$ cat config.mk
export PLATFORM = sky130hd
export DESIGN_NAME = rpn_stack_calculator_core
export DESIGN_NICKNAME = d
export VERILOG_FILES = /design/src/rtl/rsc_pkg.sv /design/src/rtl/rsc_div.sv /design/src/rtl/rsc_datapath.sv /design/src/rtl/rsc_ctrl.sv /design/src/rtl/rpn_stack_calculator_core.sv
export SDC_FILE = /design/constraint.sdc
export NUM_CORES = 2
export LEC_CHECK = 0
export BUFFER_PORTS_ARGS = -buffer_cell sky130_fd_sc_hd__buf_4
export CORE_UTILIZATION = 50
export DETAILED_ROUTE_END_ITERATION = 10
export PLACE_DENSITY = 0.68
export SETUP_SLACK_MARGIN = 0.2
export SYNTH_ARGS = -nofsm -noshare
export SYNTH_HDL_FRONTEND = slang
export SYNTH_SLANG_ARGS = --single-unit
$ cat constraint.sdc
create_clock -name clk -period 9.1 [get_ports clk]
set_clock_uncertainty 0.2 [all_clocks]
set_input_delay 2.73 -clock clk [delete_from_list [all_inputs] [get_ports clk]]
set_output_delay 2.73 -clock clk [all_outputs]
set_load 0.02 [all_outputs]
$ cat src/rtl/rsc_pkg.sv
`timescale 1ns / 1ps
// ----------------------------------------------------------------------------
// rsc_pkg
// Shared types and constants for the postfix stack calculator: beat
// layouts, token codes, status codes and the controller/datapath interface.
// ----------------------------------------------------------------------------
package rsc_pkg;

	localparam int DATA_W    = 32;
	localparam int CNT_W     = 5;
	localparam int STATUS_W  = 3;
	// quotient bits produced by the divider after its overflow pre-check
	localparam int DIV_STEPS = DATA_W + 1;

	localparam logic signed [DATA_W-1:0] DATA_MAX = 32'sh7FFF_FFFF;
	localparam logic signed [DATA_W-1:0] DATA_MIN = 32'sh8000_0000;

	typedef enum logic [1:0] {
		MODE_PUSH  = 2'd0,
		MODE_OP    = 2'd1,
		MODE_START = 2'd2
	} mode_t;

	typedef enum logic [1:0] {
		OP_ADD = 2'd0,
		OP_SUB = 2'd1,
		OP_MUL = 2'd2,
		OP_DIV = 2'd3
	} op_t;

	typedef enum logic [STATUS_W-1:0] {
		ST_OK    = 3'd0,
		ST_UNDER = 3'd1,
		ST_DIVZ  = 3'd2,
		ST_OVER  = 3'd3,
		ST_IGN   = 3'd4
	} status_t;

	typedef enum logic [2:0] {
		RES_ADD  = 3'd0,
		RES_SUB  = 3'd1,
		RES_MUL  = 3'd2,
		RES_DIV  = 3'd3,
		RES_ZERO = 3'd4
	} res_sel_t;

	typedef struct packed {
		logic [1:0]               mode;
		logic signed [DATA_W-1:0] value;
		logic [1:0]               op_code;
	} tok_beat_t;

	typedef struct packed {
		logic signed [DATA_W-1:0] top_value;
		logic [CNT_W-1:0]         stack_count;
		logic [STATUS_W-1:0]      status;
		logic                     saturated;
	} res_beat_t;

	// controller -> datapath
	typedef struct packed {
		logic     take;       // capture token
		logic     clear;      // start of expression
		logic     push;
		logic     set_abort;
		logic     rd;         // read second entry
		logic     mul_cap;    // register product
		logic     div_start;
		logic     wr_res;     // pop two, push result
		res_sel_t res_sel;
		logic     ld_status;
		status_t  status;
		logic     out_load;
	} cmd_t;

	// datapath -> controller
	typedef struct packed {
		logic [1:0] mode;
		logic [1:0] op;
		logic       aborted;
		logic       full;
		logic       ge2;
		logic       top_zero;
		logic       div_done;
	} sts_t;

endpackage

$ cat src/rtl/rsc_div.sv
`timescale 1ns / 1ps
// ----------------------------------------------------------------------------
// rsc_div
// Fixed-point divider, one quotient bit per cycle: (num << FRAC_BITS) / den,
// truncated toward zero and clamped to 32 bits. den must be nonzero.
// ----------------------------------------------------------------------------
module rsc_div #(
	parameter int FRAC_BITS = 16
) (
	input  logic                             clk,
	input  logic                             arst_n,
	input  logic                             start,
	input  logic signed [rsc_pkg::DATA_W-1:0] num,
	input  logic signed [rsc_pkg::DATA_W-1:0] den,
	output logic                             done,
	output logic signed [rsc_pkg::DATA_W-1:0] quo,
	output logic                             sat
);

	localparam int W   = rsc_pkg::DATA_W;
	localparam int QW  = rsc_pkg::DIV_STEPS;
	localparam int CTW = $clog2(QW + 1);

	logic [W-1:0]     num_mag, den_mag;
	logic [2*W-1:0]   wide_n;
	logic [W-1:0]     rem_q, d_q;
	logic [QW-1:0]    low_q, q_q;
	logic             ovf_q, neg_q;
	logic             busy_q, done_q;
	logic [CTW-1:0]   cnt_q;
	logic [W:0]       trial;
	logic             ge;
	logic [W:0]       trial_sub;

	assign num_mag = num[W-1] ? (~num + 1'b1) : num;
	assign den_mag = den[W-1] ? (~den + 1'b1) : den;
	assign wide_n  = {{W{1'b0}}, num_mag} << FRAC_BITS;

	assign trial     = {rem_q, low_q[QW-1]};
	assign ge        = trial >= {1'b0, d_q};
	assign trial_sub = trial - {1'b0, d_q};

	always_ff @(posedge clk or negedge arst_n) begin
		if (!arst_n) begin
			busy_q <= 1'b0;
			done_q <= 1'b0;
			cnt_q  <= '0;
		end else begin
			done_q <= 1'b0;
			if (start) begin
				busy_q <= 1'b1;
				cnt_q  <= CTW'(QW);
			end else if (busy_q) begin
				cnt_q <= cnt_q - 1'b1;
				if (cnt_q == CTW'(1)) begin
					busy_q <= 1'b0;
					done_q <= 1'b1;
				end
			end
		end
	end

	always_ff @(posedge clk) begin
		if (start) begin
			// high part below the divisor unless the quotient exceeds QW bits
			rem_q <= {1'b0, wide_n[2*W-1:QW]};
			low_q <= wide_n[QW-1:0];
			d_q   <= den_mag;
			ovf_q <= {1'b0, wide_n[2*W-1:QW]} >= den_mag;
			neg_q <= num[W-1] ^ den[W-1];
			q_q   <= '0;
		end else if (busy_q) begin
			rem_q <= ge ? trial_sub[W-1:0] : trial[W-1:0];
			low_q <= {low_q[QW-2:0], 1'b0};
			q_q   <= {q_q[QW-2:0], ge};
		end
	end

	always_comb begin
		if (neg_q) begin
			sat = ovf_q | q_q[QW-1] | (q_q[W-1] & (|q_q[W-2:0]));
			quo = sat ? rsc_pkg::DATA_MIN : (~q_q[W-1:0] + 1'b1);
		end else begin
			sat = ovf_q | q_q[QW-1] | q_q[W-1];
			quo = sat ? rsc_pkg::DATA_MAX : q_q[W-1:0];
		end
	end

	assign done = done_q;

endmodule

$ cat src/rtl/rsc_datapath.sv
`timescale 1ns / 1ps
// ----------------------------------------------------------------------------
// rsc_datapath
// Stack storage (top in a register, lower entries in memory), entry count,
// abort flag, arithmetic units and the result register.
// ----------------------------------------------------------------------------
module rsc_datapath #(
	parameter int STACK_DEPTH = 16,
	parameter int FRAC_BITS   = 16
) (
	input  logic               clk,
	input  logic               arst_n,
	input  rsc_pkg::tok_beat_t tok,
	input  rsc_pkg::cmd_t      cmd,
	output rsc_pkg::sts_t      sts,
	output rsc_pkg::res_beat_t res
);

	localparam int W  = rsc_pkg::DATA_W;
	localparam int AW = (STACK_DEPTH > 1) ? $clog2(STACK_DEPTH) : 1;
	localparam int CW = $clog2(STACK_DEPTH + 1);

	localparam logic signed [2*W-1:0] MAX_W = 64'sh0000_0000_7FFF_FFFF;
	localparam logic signed [2*W-1:0] MIN_W = 64'shFFFF_FFFF_8000_0000;

	logic [W-1:0] mem [STACK_DEPTH];

	rsc_pkg::tok_beat_t tok_q;
	rsc_pkg::res_beat_t res_q;
	rsc_pkg::status_t   status_q;
	logic               sat_q;
	logic [CW-1:0]      count_q, cnt_m1, cnt_m2;
	logic [CW+rsc_pkg::CNT_W-1:0] cnt_ext;
	logic               aborted_q;
	logic signed [W-1:0]   top_q, rd_q;
	logic signed [2*W-1:0] prod_q, mul_sh;
	logic signed [W:0]     sum_w, diff_w;
	logic signed [W-1:0]   res_val, div_q;
	logic                  res_sat, div_sat, div_done;

	assign cnt_m1  = count_q - CW'(1);
	assign cnt_m2  = count_q - CW'(2);
	assign cnt_ext = {{rsc_pkg::CNT_W{1'b0}}, count_q};

	always_ff @(posedge clk) begin
		if (cmd.take) tok_q <= tok;
	end

	always_ff @(posedge clk or negedge arst_n) begin
		if (!arst_n) begin
			count_q   <= '0;
			aborted_q <= 1'b0;
		end else if (cmd.clear) begin
			count_q   <= '0;
			aborted_q <= 1'b0;
		end else begin
			if (cmd.push) count_q <= count_q + CW'(1);
			else if (cmd.wr_res) count_q <= cnt_m1;
			if (cmd.set_abort) aborted_q <= 1'b1;
		end
	end

	// memory holds entries below the top
	always_ff @(posedge clk) begin
		if (cmd.push && count_q != '0) mem[cnt_m1[AW-1:0]] <= top_q;
		if (cmd.rd) rd_q <= mem[cnt_m2[AW-1:0]];
	end

	assign sum_w  = {rd_q[W-1], rd_q} + {top_q[W-1], top_q};
	assign diff_w = {rd_q[W-1], rd_q} - {top_q[W-1], top_q};
	assign mul_sh = prod_q >>> FRAC_BITS;

	always_ff @(posedge clk) begin
		if (cmd.mul_cap) prod_q <= rd_q * top_q;
	end

	rsc_div #(.FRAC_BITS(FRAC_BITS)) u_div (
		.clk   (clk),
		.arst_n(arst_n),
		.start (cmd.div_start),
		.num   (rd_q),
		.den   (top_q),
		.done  (div_done),
		.quo   (div_q),
		.sat   (div_sat)
	);

	always_comb begin
		res_val = '0;
		res_sat = 1'b0;
		case (cmd.res_sel)
			rsc_pkg::RES_ADD: begin
				res_sat = sum_w[W] ^ sum_w[W-1];
				res_val = res_sat ? (sum_w[W] ? rsc_pkg::DATA_MIN : rsc_pkg::DATA_MAX)
				                  : sum_w[W-1:0];
			end
			rsc_pkg::RES_SUB: begin
				res_sat = diff_w[W] ^ diff_w[W-1];
				res_val = res_sat ? (diff_w[W] ? rsc_pkg::DATA_MIN : rsc_pkg::DATA_MAX)
				                  : diff_w[W-1:0];
			end
			rsc_pkg::RES_MUL: begin
				if (mul_sh > MAX_W) begin
					res_sat = 1'b1;
					res_val = rsc_pkg::DATA_MAX;
				end else if (mul_sh < MIN_W) begin
					res_sat = 1'b1;
					res_val = rsc_pkg::DATA_MIN;
				end else begin
					res_val = mul_sh[W-1:0];
				end
			end
			rsc_pkg::RES_DIV: begin
				res_sat = div_sat;
				res_val = div_q;
			end
			rsc_pkg::RES_ZERO: res_val = '0;
			default: res_val = '0;
		endcase
	end

	always_ff @(posedge clk) begin
		if (cmd.push) top_q <= tok_q.value;
		else if (cmd.wr_res) top_q <= res_val;
		if (cmd.ld_status) begin
			status_q <= cmd.status;
			sat_q    <= cmd.wr_res & res_sat;
		end
		if (cmd.out_load) begin
			res_q.top_value   <= (count_q != '0) ? top_q : '0;
			res_q.stack_count <= cnt_ext[rsc_pkg::CNT_W-1:0];
			res_q.status      <= status_q;
			res_q.saturated   <= sat_q;
		end
	end

	assign res = res_q;

	assign sts.mode     = tok_q.mode;
	assign sts.op       = tok_q.op_code;
	assign sts.aborted  = aborted_q;
	assign sts.full     = count_q == CW'(STACK_DEPTH);
	assign sts.ge2      = count_q >= CW'(2);
	assign sts.top_zero = top_q == '0;
	assign sts.div_done = div_done;

	a_count_range: assert property (@(posedge clk) disable iff (!arst_n)
		count_q <= CW'(STACK_DEPTH))
		else $error("entry count beyond stack depth");

	a_push_not_full: assert property (@(posedge clk) disable iff (!arst_n)
		cmd.push |-> count_q != CW'(STACK_DEPTH))
		else $error("push into a full stack");

	a_pop_two: assert property (@(posedge clk) disable iff (!arst_n)
		(cmd.wr_res || cmd.rd) |-> count_q >= CW'(2))
		else $error("operator executed with fewer than two entries");

	a_div_latency: assert property (@(posedge clk) disable iff (!arst_n)
		cmd.div_start |=> !div_done)
		else $error("divider finished without iterating");

endmodule

$ cat src/rtl/rsc_ctrl.sv
`timescale 1ns / 1ps
// ----------------------------------------------------------------------------
// rsc_ctrl
// Token sequencer: decodes the captured token, steps the datapath through
// operand read and arithmetic, and hands the result to the output register.
// ----------------------------------------------------------------------------
module rsc_ctrl (
	input  logic          clk,
	input  logic          arst_n,
	input  logic          tok_valid,
	output logic          tok_stall,
	output logic          res_valid,
	input  logic          res_stall,
	input  rsc_pkg::sts_t sts,
	output rsc_pkg::cmd_t cmd
);

	typedef enum logic [5:0] {
		S_IDLE   = 6'b000001,
		S_DECODE = 6'b000010,
		S_READ   = 6'b000100,
		S_MUL    = 6'b001000,
		S_DIV    = 6'b010000,
		S_OUT    = 6'b100000
	} state_t;

	state_t state_q, state_d;
	logic   res_valid_q;

	assign tok_stall = state_q != S_IDLE;
	assign res_valid = res_valid_q;

	always_comb begin
		cmd     = '0;
		state_d = state_q;
		case (state_q)
			S_IDLE: begin
				if (tok_valid) begin
					cmd.take = 1'b1;
					state_d  = S_DECODE;
				end
			end
			S_DECODE: begin
				cmd.ld_status = 1'b1;
				cmd.status    = rsc_pkg::ST_OK;
				state_d       = S_OUT;
				case (sts.mode)
					rsc_pkg::MODE_START: cmd.clear = 1'b1;
					rsc_pkg::MODE_PUSH: begin
						if (sts.aborted) begin
							cmd.status = rsc_pkg::ST_IGN;
						end else if (sts.full) begin
							cmd.set_abort = 1'b1;
							cmd.status    = rsc_pkg::ST_OVER;
						end else begin
							cmd.push = 1'b1;
						end
					end
					rsc_pkg::MODE_OP: begin
						if (sts.aborted) begin
							cmd.status = rsc_pkg::ST_IGN;
						end else if (!sts.ge2) begin
							cmd.set_abort = 1'b1;
							cmd.status    = rsc_pkg::ST_UNDER;
						end else begin
							cmd.ld_status = 1'b0;
							cmd.rd        = 1'b1;
							state_d       = S_READ;
						end
					end
					default: begin
						if (sts.aborted) cmd.status = rsc_pkg::ST_IGN;
					end
				endcase
			end
			S_READ: begin
				cmd.status = rsc_pkg::ST_OK;
				case (sts.op)
					rsc_pkg::OP_ADD: begin
						cmd.wr_res    = 1'b1;
						cmd.res_sel   = rsc_pkg::RES_ADD;
						cmd.ld_status = 1'b1;
						state_d       = S_OUT;
					end
					rsc_pkg::OP_SUB: begin
						cmd.wr_res    = 1'b1;
						cmd.res_sel   = rsc_pkg::RES_SUB;
						cmd.ld_status = 1'b1;
						state_d       = S_OUT;
					end
					rsc_pkg::OP_MUL: begin
						cmd.mul_cap = 1'b1;
						state_d     = S_MUL;
					end
					default: begin
						if (sts.top_zero) begin
							cmd.wr_res    = 1'b1;
							cmd.res_sel   = rsc_pkg::RES_ZERO;
							cmd.ld_status = 1'b1;
							cmd.status    = rsc_pkg::ST_DIVZ;
							state_d       = S_OUT;
						end else begin
							cmd.div_start = 1'b1;
							state_d       = S_DIV;
						end
					end
				endcase
			end
			S_MUL: begin
				cmd.wr_res    = 1'b1;
				cmd.res_sel   = rsc_pkg::RES_MUL;
				cmd.ld_status = 1'b1;
				cmd.status    = rsc_pkg::ST_OK;
				state_d       = S_OUT;
			end
			S_DIV: begin
				if (sts.div_done) begin
					cmd.wr_res    = 1'b1;
					cmd.res_sel   = rsc_pkg::RES_DIV;
					cmd.ld_status = 1'b1;
					cmd.status    = rsc_pkg::ST_OK;
					state_d       = S_OUT;
				end
			end
			S_OUT: begin
				if (!res_valid_q || !res_stall) begin
					cmd.out_load = 1'b1;
					state_d      = S_IDLE;
				end
			end
			default: state_d = S_IDLE;
		endcase
	end

	always_ff @(posedge clk or negedge arst_n) begin
		if (!arst_n) begin
			state_q     <= S_IDLE;
			res_valid_q <= 1'b0;
		end else begin
			state_q <= state_d;
			if (cmd.out_load) res_valid_q <= 1'b1;
			else if (!res_stall) res_valid_q <= 1'b0;
		end
	end

	a_no_overwrite: assert property (@(posedge clk) disable iff (!arst_n)
		cmd.out_load |-> !(res_valid_q && res_stall))
		else $error("result register overwritten while stalled");

	a_load_then_valid: assert property (@(posedge clk) disable iff (!arst_n)
		cmd.out_load |=> res_valid_q)
		else $error("loaded result not presented");

	a_take_from_idle: assert property (@(posedge clk) disable iff (!arst_n)
		cmd.take |=> state_q == S_DECODE)
		else $error("captured token not decoded");

endmodule

$ cat src/rtl/rpn_stack_calculator_core.sv
`timescale 1ns / 1ps
// ----------------------------------------------------------------------------
// rpn_stack_calculator_core
// Postfix evaluator on a bounded stack of signed fixed-point values.
// ----------------------------------------------------------------------------
// Each token beat on tok pushes a number, applies an operator to the two top
// entries, or starts a new expression, and yields exactly one result beat on
// res with the new top, the entry count, a status code and a clamp flag.
// Tokens are taken one at a time: tok_stall is low only while the sequencer
// is idle. Start, push, ignored and aborting tokens go from decode straight to
// the output state; add and subtract pass through the operand read first,
// multiply through the read and the product register, and divide through the
// read and a wait on the divider, which produces one quotient bit per cycle
// over 33 steps. The next token can be taken the cycle after the result is
// loaded; the result register lets it proceed while that beat still waits on
// res_stall. Stack entries below the top live in a small memory with one
// registered read port; the top sits in a register. Underflow and overflow
// abort the expression until a start token; divide by zero leaves zero as
// the result and does not abort.
// ----------------------------------------------------------------------------
module rpn_stack_calculator_core #(
	parameter int STACK_DEPTH = 16,
	parameter int FRAC_BITS   = 16
) (
	input  logic               clk,
	input  logic               arst_n,
	input  logic               tok_valid,
	output logic               tok_stall,
	input  rsc_pkg::tok_beat_t tok,
	output logic               res_valid,
	input  logic               res_stall,
	output rsc_pkg::res_beat_t res
);

	// command and status between sequencer and datapath
	rsc_pkg::cmd_t cmd;
	rsc_pkg::sts_t sts;

	rsc_ctrl u_ctrl (
		.clk      (clk),
		.arst_n   (arst_n),
		.tok_valid(tok_valid),
		.tok_stall(tok_stall),
		.res_valid(res_valid),
		.res_stall(res_stall),
		.sts      (sts),
		.cmd      (cmd)
	);

	rsc_datapath #(
		.STACK_DEPTH(STACK_DEPTH),
		.FRAC_BITS  (FRAC_BITS)
	) u_dp (
		.clk   (clk),
		.arst_n(arst_n),
		.tok   (tok),
		.cmd   (cmd),
		.sts   (sts),
		.res   (res)
	);

endmodule
### Word-level counts from Yosys, hierarchy flattened

Memory sizes are Yosys's and may differ from the RTL's. A register that Yosys moved wholly into a read port is not among the register bits.
Cells that the tools add are included.

* bits in registers: 314
* memory bits (writable): 512
* bits of input ports: 40
* output and inout port bits: 43
* word-level logic and storage cells: 172
* memories kept: 1

* add/sub/neg operators: 10
* multiply operators: 1
* magnitude comparators: 5
* eq/ne operators: 20
* multiplexer cells: 82
* bitwise logic cells: 11
* reduce and logical (&&, ||, !) cells: 17

Memory list
* u_dp.mem: depth 16, width 32, rd ports 1, clocked after memory_dff 1, wr ports 1, line rsc_datapath.sv:26 `logic [W-1:0] mem [STACK_DEPTH];`

Operator list (count)
* 32-bit two-way mux: 14
* 32-bit case mux with 4 select lines: 1
* 32-bit by 1-bit adder with 32-bit output, second input constant: 3
* 32-bit NOT: 3
* 33-bit two-way mux: 2
* 32-bit by 32-bit multiplier with 64-bit output: 1
* 6-bit two-way mux: 9
* 48-bit by 32-bit > comparator with 1-bit output, second input constant: 1
* 48-bit by 32-bit < comparator with 1-bit output, second input constant: 1
* 6-bit case mux with 6 select lines: 1
* 32-bit by 32-bit adder with 33-bit output: 1
* 33-bit by 32-bit greater-or-equal comparator with 1-bit output: 1
* 32-bit by 32-bit subtractor with 33-bit output: 1
* 15-bit by 32-bit greater-or-equal comparator with 1-bit output: 1
* 32-bit logical NOT: 1
* 1-bit two-way mux: 32
* 32-bit subtractor: 1
* 31-bit OR reduction: 1
* 15-bit two-way mux: 2
* 8-bit two-way mux: 2
* 4-bit case mux with 4 select lines: 1
* 5-bit two-way mux: 3
* 5-bit case mux with 3 select lines: 1
* 6-bit by 1-bit == test with 1-bit output, second input constant: 2
* 40 further kinds: 60

### Longest topological paths before layout

* depth in word-level cells: 8
* gate-level depth with buffers: 32
* depth with buffers taken out: 30

### Cells and area by module

Synthesis repeated with hierarchy kept, for this count alone.

* cell total of the unflattened synthesis: 6860
* area total of the unflattened synthesis: 76636.0 um2

Modules (own cells, without submodules)
* rsc_datapath: instances 1, cells an instance 5656, area each 66548.8 um2, sequential area each 21320.4 um2
* rsc_div: instances 1, cells an instance 1135, area each 9504.1 um2, sequential area each 3183.1 um2
* rsc_ctrl: instances 1, cells an instance 69, area each 583.1 um2, sequential area each 176.4 um2

### Worst setup path before layout

OpenSTA, ideal clock, no wires.

* path kind: reg2reg
* start: register u_dp.rd_q[31] (read register of u_dp.mem)
* end: register u_dp.prod_q[62], data pin
* library setup time: 0.258 ns
* data arrival time: 8.122 ns
* required time: 8.642 ns
* path slack: 0.521 ns
* cell stages (with the launch flop): 29
* buffers on the path: 2
* clock period less this slack: 8.579 ns
* path through: edfxtp_1 > inv_1 > clkbuf_1 > clkbuf_1 > nor2_1 > fa_1 > inv_1 > fa_1 > inv_1 > fa_1 > fa_1 > inv_1 > fa_1 > inv_1 > fa_1 > fa_1 > fa_1 > ha_1 > a21o_1 > a21o_1 > a21oi_1 > o21ai_0 > nand3_1 > nand3_1 > a21o_1 > and3_1 > a311o_1 > a21oi_1 > xnor2_1

* word-level cells in the longest chain between the ends: 1

RTL lines
* start, declared: line rsc_datapath.sv:35 `logic signed [W-1:0] top_q, rd_q;`
* 32-bit by 32-bit multiplier with 64-bit output: line rsc_datapath.sv:74 `if (cmd.mul_cap) prod_q <= rd_q * top_q;`
* end signal, assigned: line rsc_datapath.sv:74
* end, declared: line rsc_datapath.sv:36 `logic signed [2*W-1:0] prod_q, mul_sh;`

Every way passes these cells.
A chain may end at the register's enable or synchronous reset.

### Worst setup path in the final report

* start: register u_dp.top_q[18]
* end: register u_dp.prod_q[62], data pin

* word-level cells in the longest chain between the ends: 1

RTL lines
* start, declared: line rsc_datapath.sv:35
* start signal, assigned: line rsc_datapath.sv:123 `if (cmd.push) top_q <= tok_q.value;`
* start signal, assigned: line rsc_datapath.sv:124 `else if (cmd.wr_res) top_q <= res_val;`
* 32-bit by 32-bit multiplier with 64-bit output: line rsc_datapath.sv:74

Every way passes these cells.

==> impl_metrics.py <==
metrics = {
    "worst_setup_path": {
        "critPathCaptureType": "flop",
        "path_buf_inv": 3,
        "arrival_ns": 8.99,
        "path_cells": "buf_4, and2_1, fa_1, inv_1, fa_1, inv_1, fa_1, fa_1, fa_1, fa_1, fa_1, fa_1, ha_1, a21oi_1, o21ai_0, a31oi_1, o31ai_1, a221oi_1, a21bo_2, a21o_1, and3_1, a311o_1, a21oi_1, xnor2_1",
        "r2r_setup_slack_ns": 0.39,
        "cp_common_cell": "fa_1",
        "slowest_delay_ns": 0.82,
        "critical_path_class": "reg2reg",
        "crit_path_max_fanout": 15,
        "cp.required_ns": 9.38,
        "reg2regPathDepth": 24,
        "crit_family": "adder cells",
        "worst_setup_path_start_kind": "flop",
        "r2r_end": "u_dp.prod_q[62]",
        "crit-reg2reg-launch": "u_dp.top_q[18]",
        "crit_path_top_delay_cell": "edfxtp_1",
    },
    "clock_tree": {
        "cts_made_buffers": 91,
        "cts_hold_buf": 0,
        "cts_tree": "yes",
        "cts_buffer_depth": 3,
        "clockRootBuffer": "clkbuf_16",
        "clk_latency_ns": 0.75,
        "clkTransAtPathRegs_ns": 0.07,
        "clkSinkCount": 842,
        "cts.htree.levels": 3,
    },
    "timing": {
        "worst_pin_slew_ns": 1.17,
        "finalSetupTns_ns": 0,
        "fmax_ghz": 0.115,
        "finalHoldViolCount": 0,
        "min_period_over_period": 0.957,
        "min_period_ns": 8.71,
        "rsz0062_at_grt": "no",
        "setup_viol": 0,
        "drv_slew": 0,
        "slew_headroom": 0.219,
    },
    "global_routing": {
        "grt_max_degree": 108,
        "use_met1": 0.428,
        "met2_usage": 0.504,
        "busiest_layer": "met2",
        "grt_util_met3": 0.0888,
        "grt_pass1_wl_um": 365000,
        "grt.total_usage": 0.329,
        "antenna_found_initial": 21,
        "grt_pass1_vias": 55391,
        "grt-ovfl-total": 0,
    },
    "floorplanning": {
        "core_um2": 149000,
        "rows": 141,
        "initial_core_util": 0.506,
        "ioPinCount": 83,
        "die_height_um": 390,
        "die_x_um": 390,
        "dieArea_um2": 152000,
    },
    "run": {
        "cap_violations": 0,
    },
    "synthesis": {
        "synth_nets": 8124,
        "synth_area_leaders": "edfxtp_1 31%, fa_1 29%, inv_1 5.6%",
        "yosysTopAreaCell": "edfxtp_1",
        "ys_seq_elements": 842,
        "synth.yosys.seq_area_share": 0.328,
        "yosys_warnings": 0,
        "syn_area_um2": 75200,
        "syn_inst": 6694,
        "ys_types": 91,
        "async_reset_ff_frac": 0.0249,
        "synth_top_cell_area_share": 0.308,
        "ys.flop_type": "edfxtp_1",
        "synth-edff-count": 771,
        "avgSynthCellArea_um2": 11.2,
    },
    "final_layout": {
        "final_cells": 8862,
        "fillers": 12566,
        "drive_above_1_share": 0.110,
        "nets": 8207,
        "utilization": 0.556,
        "syn_to_final_growth_pct": 9.82,
    },
    "min_path": {
        "min_to": "u_dp.res[3]",
        "hold_depth": 0,
        "hp-class": "reg2reg",
        "hp-start": "u_dp.status_q[2]",
    },
    "detailed_routing": {
        "drt-vias-per-instance": 5.94,
        "dr.pass1.iters": 8,
        "vias": 52611,
        "drc": 0,
        "wire_per_inst_um": 27.5,
        "ant_nets": 0,
        "drt-initial-drc-count": 5399,
        "drt-total-wl_um": 244000,
    },
    "power_and_ir_drop": {
        "ir_worst_vdd_mv": 0.710,
        "p_leak_uw": 0.0348,
        "powerDensity_nw_per_um2": 428,
        "total_power_uw": 35400,
    },
    "placement": {
        "place_hpwl_um": 182000,
        "dp_cells": 8677,
        "routabilityCongestion": 1.03,
        "portBuffers": 82,
    },
    "outcome": {
        "status": "completed",
    },
}
==> cell usage in the layout (no fill, tap or decap), drive strengths merged, types with 14 or more instances in the layout <==
cell type	instances
and2	432
nand2b	36
fa	1084
clkinv	34
o21bai	23
nand4	20
or3	26
nand3	37
nor3	78
xor2	57
nor2b	29
nor4	20
a21oi	263
o21a	27
o31ai	35
a221oi	15
mux4	160
inv	1134
a21o	59
o221ai	14
o21ai	164
clkbuf	117
a211oi	45
and3	18
edfxtp	771
ha	306
nand2	651
o211ai	30
mux2i	41
dfxtp	50
a31oi	24
buf	366
dfrtp	20
xnor2	151
nor2	366
==> cell usage after synthesis (9+ instances only) <==
master and instances:
ha_1 306, buf_2 22, a21o_1 59, nor2_1 366, nor3_1 75, or3_1 22
inv_1 1120, and2_1 432, nand3_1 37, buf_1 18, a221oi_1 15, clkbuf_1 334
o41ai_1 9, nor4_1 19, fa_1 1084, nor3b_1 9, nor2b_1 29, mux4_2 160
dfrtp_1 20, a31oi_1 24, o21ai_1 14, and3_1 18, a211oi_1 41, o21a_1 26
dfxtp_1 50, o211ai_1 29, o21ai_0 150, nand2_1 651, a21oi_1 262, mux2i_1 41
edfxtp_1 771, o221ai_1 14, nand4_1 20, xnor2_1 151, o21bai_1 23, nand2b_1 36
xor2_1 56, o31ai_1 35
==> where the power goes <==
group          leakage, uW  internal [uW]  switching [uW]
combinational       0.0257          10300           15300
sequential         0.00763           5570             157
clock              0.00153           2220            1760
total               0.0348          18100           17200
==> stage by stage <==
| stage | setup WS [ns] | hold slack, ns | area (um2) |
|---|---|---|---|
| finish | 0.393 | 0.224 | 82600 |
| global route | 0.204 | 0.241 | 82600 |
| CTS | 0.355 | 0.227 | 82400 |
| detailed placement | 0.381 | 0.211 | 79200 |
| global placement | 0.470 | 0.208 | 79200 |
| floorplan | 0.521 | 0.200 | 75200 |
==> how the worst max path moves through the flow <==
stage | from | end | slack, ns | cells after the start
6_report | u_dp.top_q[18] | u_dp.prod_q[62] | 0.39 | 24
5_1_grt | u_dp.top_q[4] | u_dp.prod_q[62] | 0.20 | 25
4_1_cts | u_dp.top_q[10] | u_dp.prod_q[42] | 0.36 | 26
3_5_place_dp | u_dp.top_q[10] | u_dp.prod_q[42] | 0.38 | 26
3_3_place_gp | u_dp.top_q[16] | u_dp.prod_q[62] | 0.47 | 26
2_1_floorplan | u_dp.rd_q[31] | u_dp.prod_q[62] | 0.52 | 28
==> per-layer routing <==
layer,vias to the layer above,share of wire
met4,22,0.061
met3,659,0.11
met2,2964,0.45
met1,27071,0.38
li1,21895,-
met5,-,0.00048
==> worst reg2reg max path: stages (launching register included) <==
cell and delay (ns):
edfxtp_1 0.82, buf_4 0.37, and2_1 0.16, fa_1 0.50, inv_1 0.06, fa_1 0.55, inv_1 0.07, fa_1 0.49
fa_1 0.64, fa_1 0.45, fa_1 0.48, fa_1 0.52, fa_1 0.42, ha_1 0.37, a21oi_1 0.18, o21ai_0 0.12
a31oi_1 0.26, o31ai_1 0.14, a221oi_1 0.28, a21bo_2 0.33, a21o_1 0.20, and3_1 0.20, a311o_1 0.38, a21oi_1 0.18
xnor2_1 0.08
==> registers in the layout, summed over array words and instances, names as in the netlist, 3 cells and up <==
| register | count |
|---|---|
| u_dp.u_div.low_q | 17 |
| u_dp.u_div.q_q | 33 |
| u_dp.status_q | 3 |
| u_dp.res | 41 |
| u_dp.top_q | 32 |
| u_dp.u_div.rem_q | 32 |
| u_dp.sts | 4 |
| u_dp.mem | 512 |
| u_dp.count_q | 5 |
| u_dp.u_div.d_q | 32 |
| u_dp.rd_q | 32 |
| u_ctrl.state_q | 6 |
| u_dp.tok_q | 32 |
| u_dp.u_div.cnt_q | 6 |
| u_dp.prod_q | 48 |
==> logic make-up after synthesis <==
family | count (synthesis) | share of synthesized area
simple gates | 1757 | 0.112
buf+inv | 1505 | 0.0757
fa+ha+maj | 1390 | 0.340
flops | 842 | 0.328
compound gates | 790 | 0.0668
xor+xnor | 208 | 0.0243
mux | 202 | 0.0535
==> layout make-up <==
type,instances,area [um2],area share
Multi-Input combinational cell,4347,45000,0.545
Sequential cell,842,24700,0.299
Inverter,1129,4240,0.0513
Timing Repair Buffer,366,2970,0.0359
Tap cell,2002,2500,0.0303
Clock buffer,117,2450,0.0297
Clock inverter,54,738,0.00894
Antenna cell,5,12.5,0.000152
==> timing repair <==
item                                    in CTS  in global routing
resized for setup                            0                  4
endpoints found under the setup margin       0                  4
setup buffers                                0                  9
(Power assumes the default switching activity.)
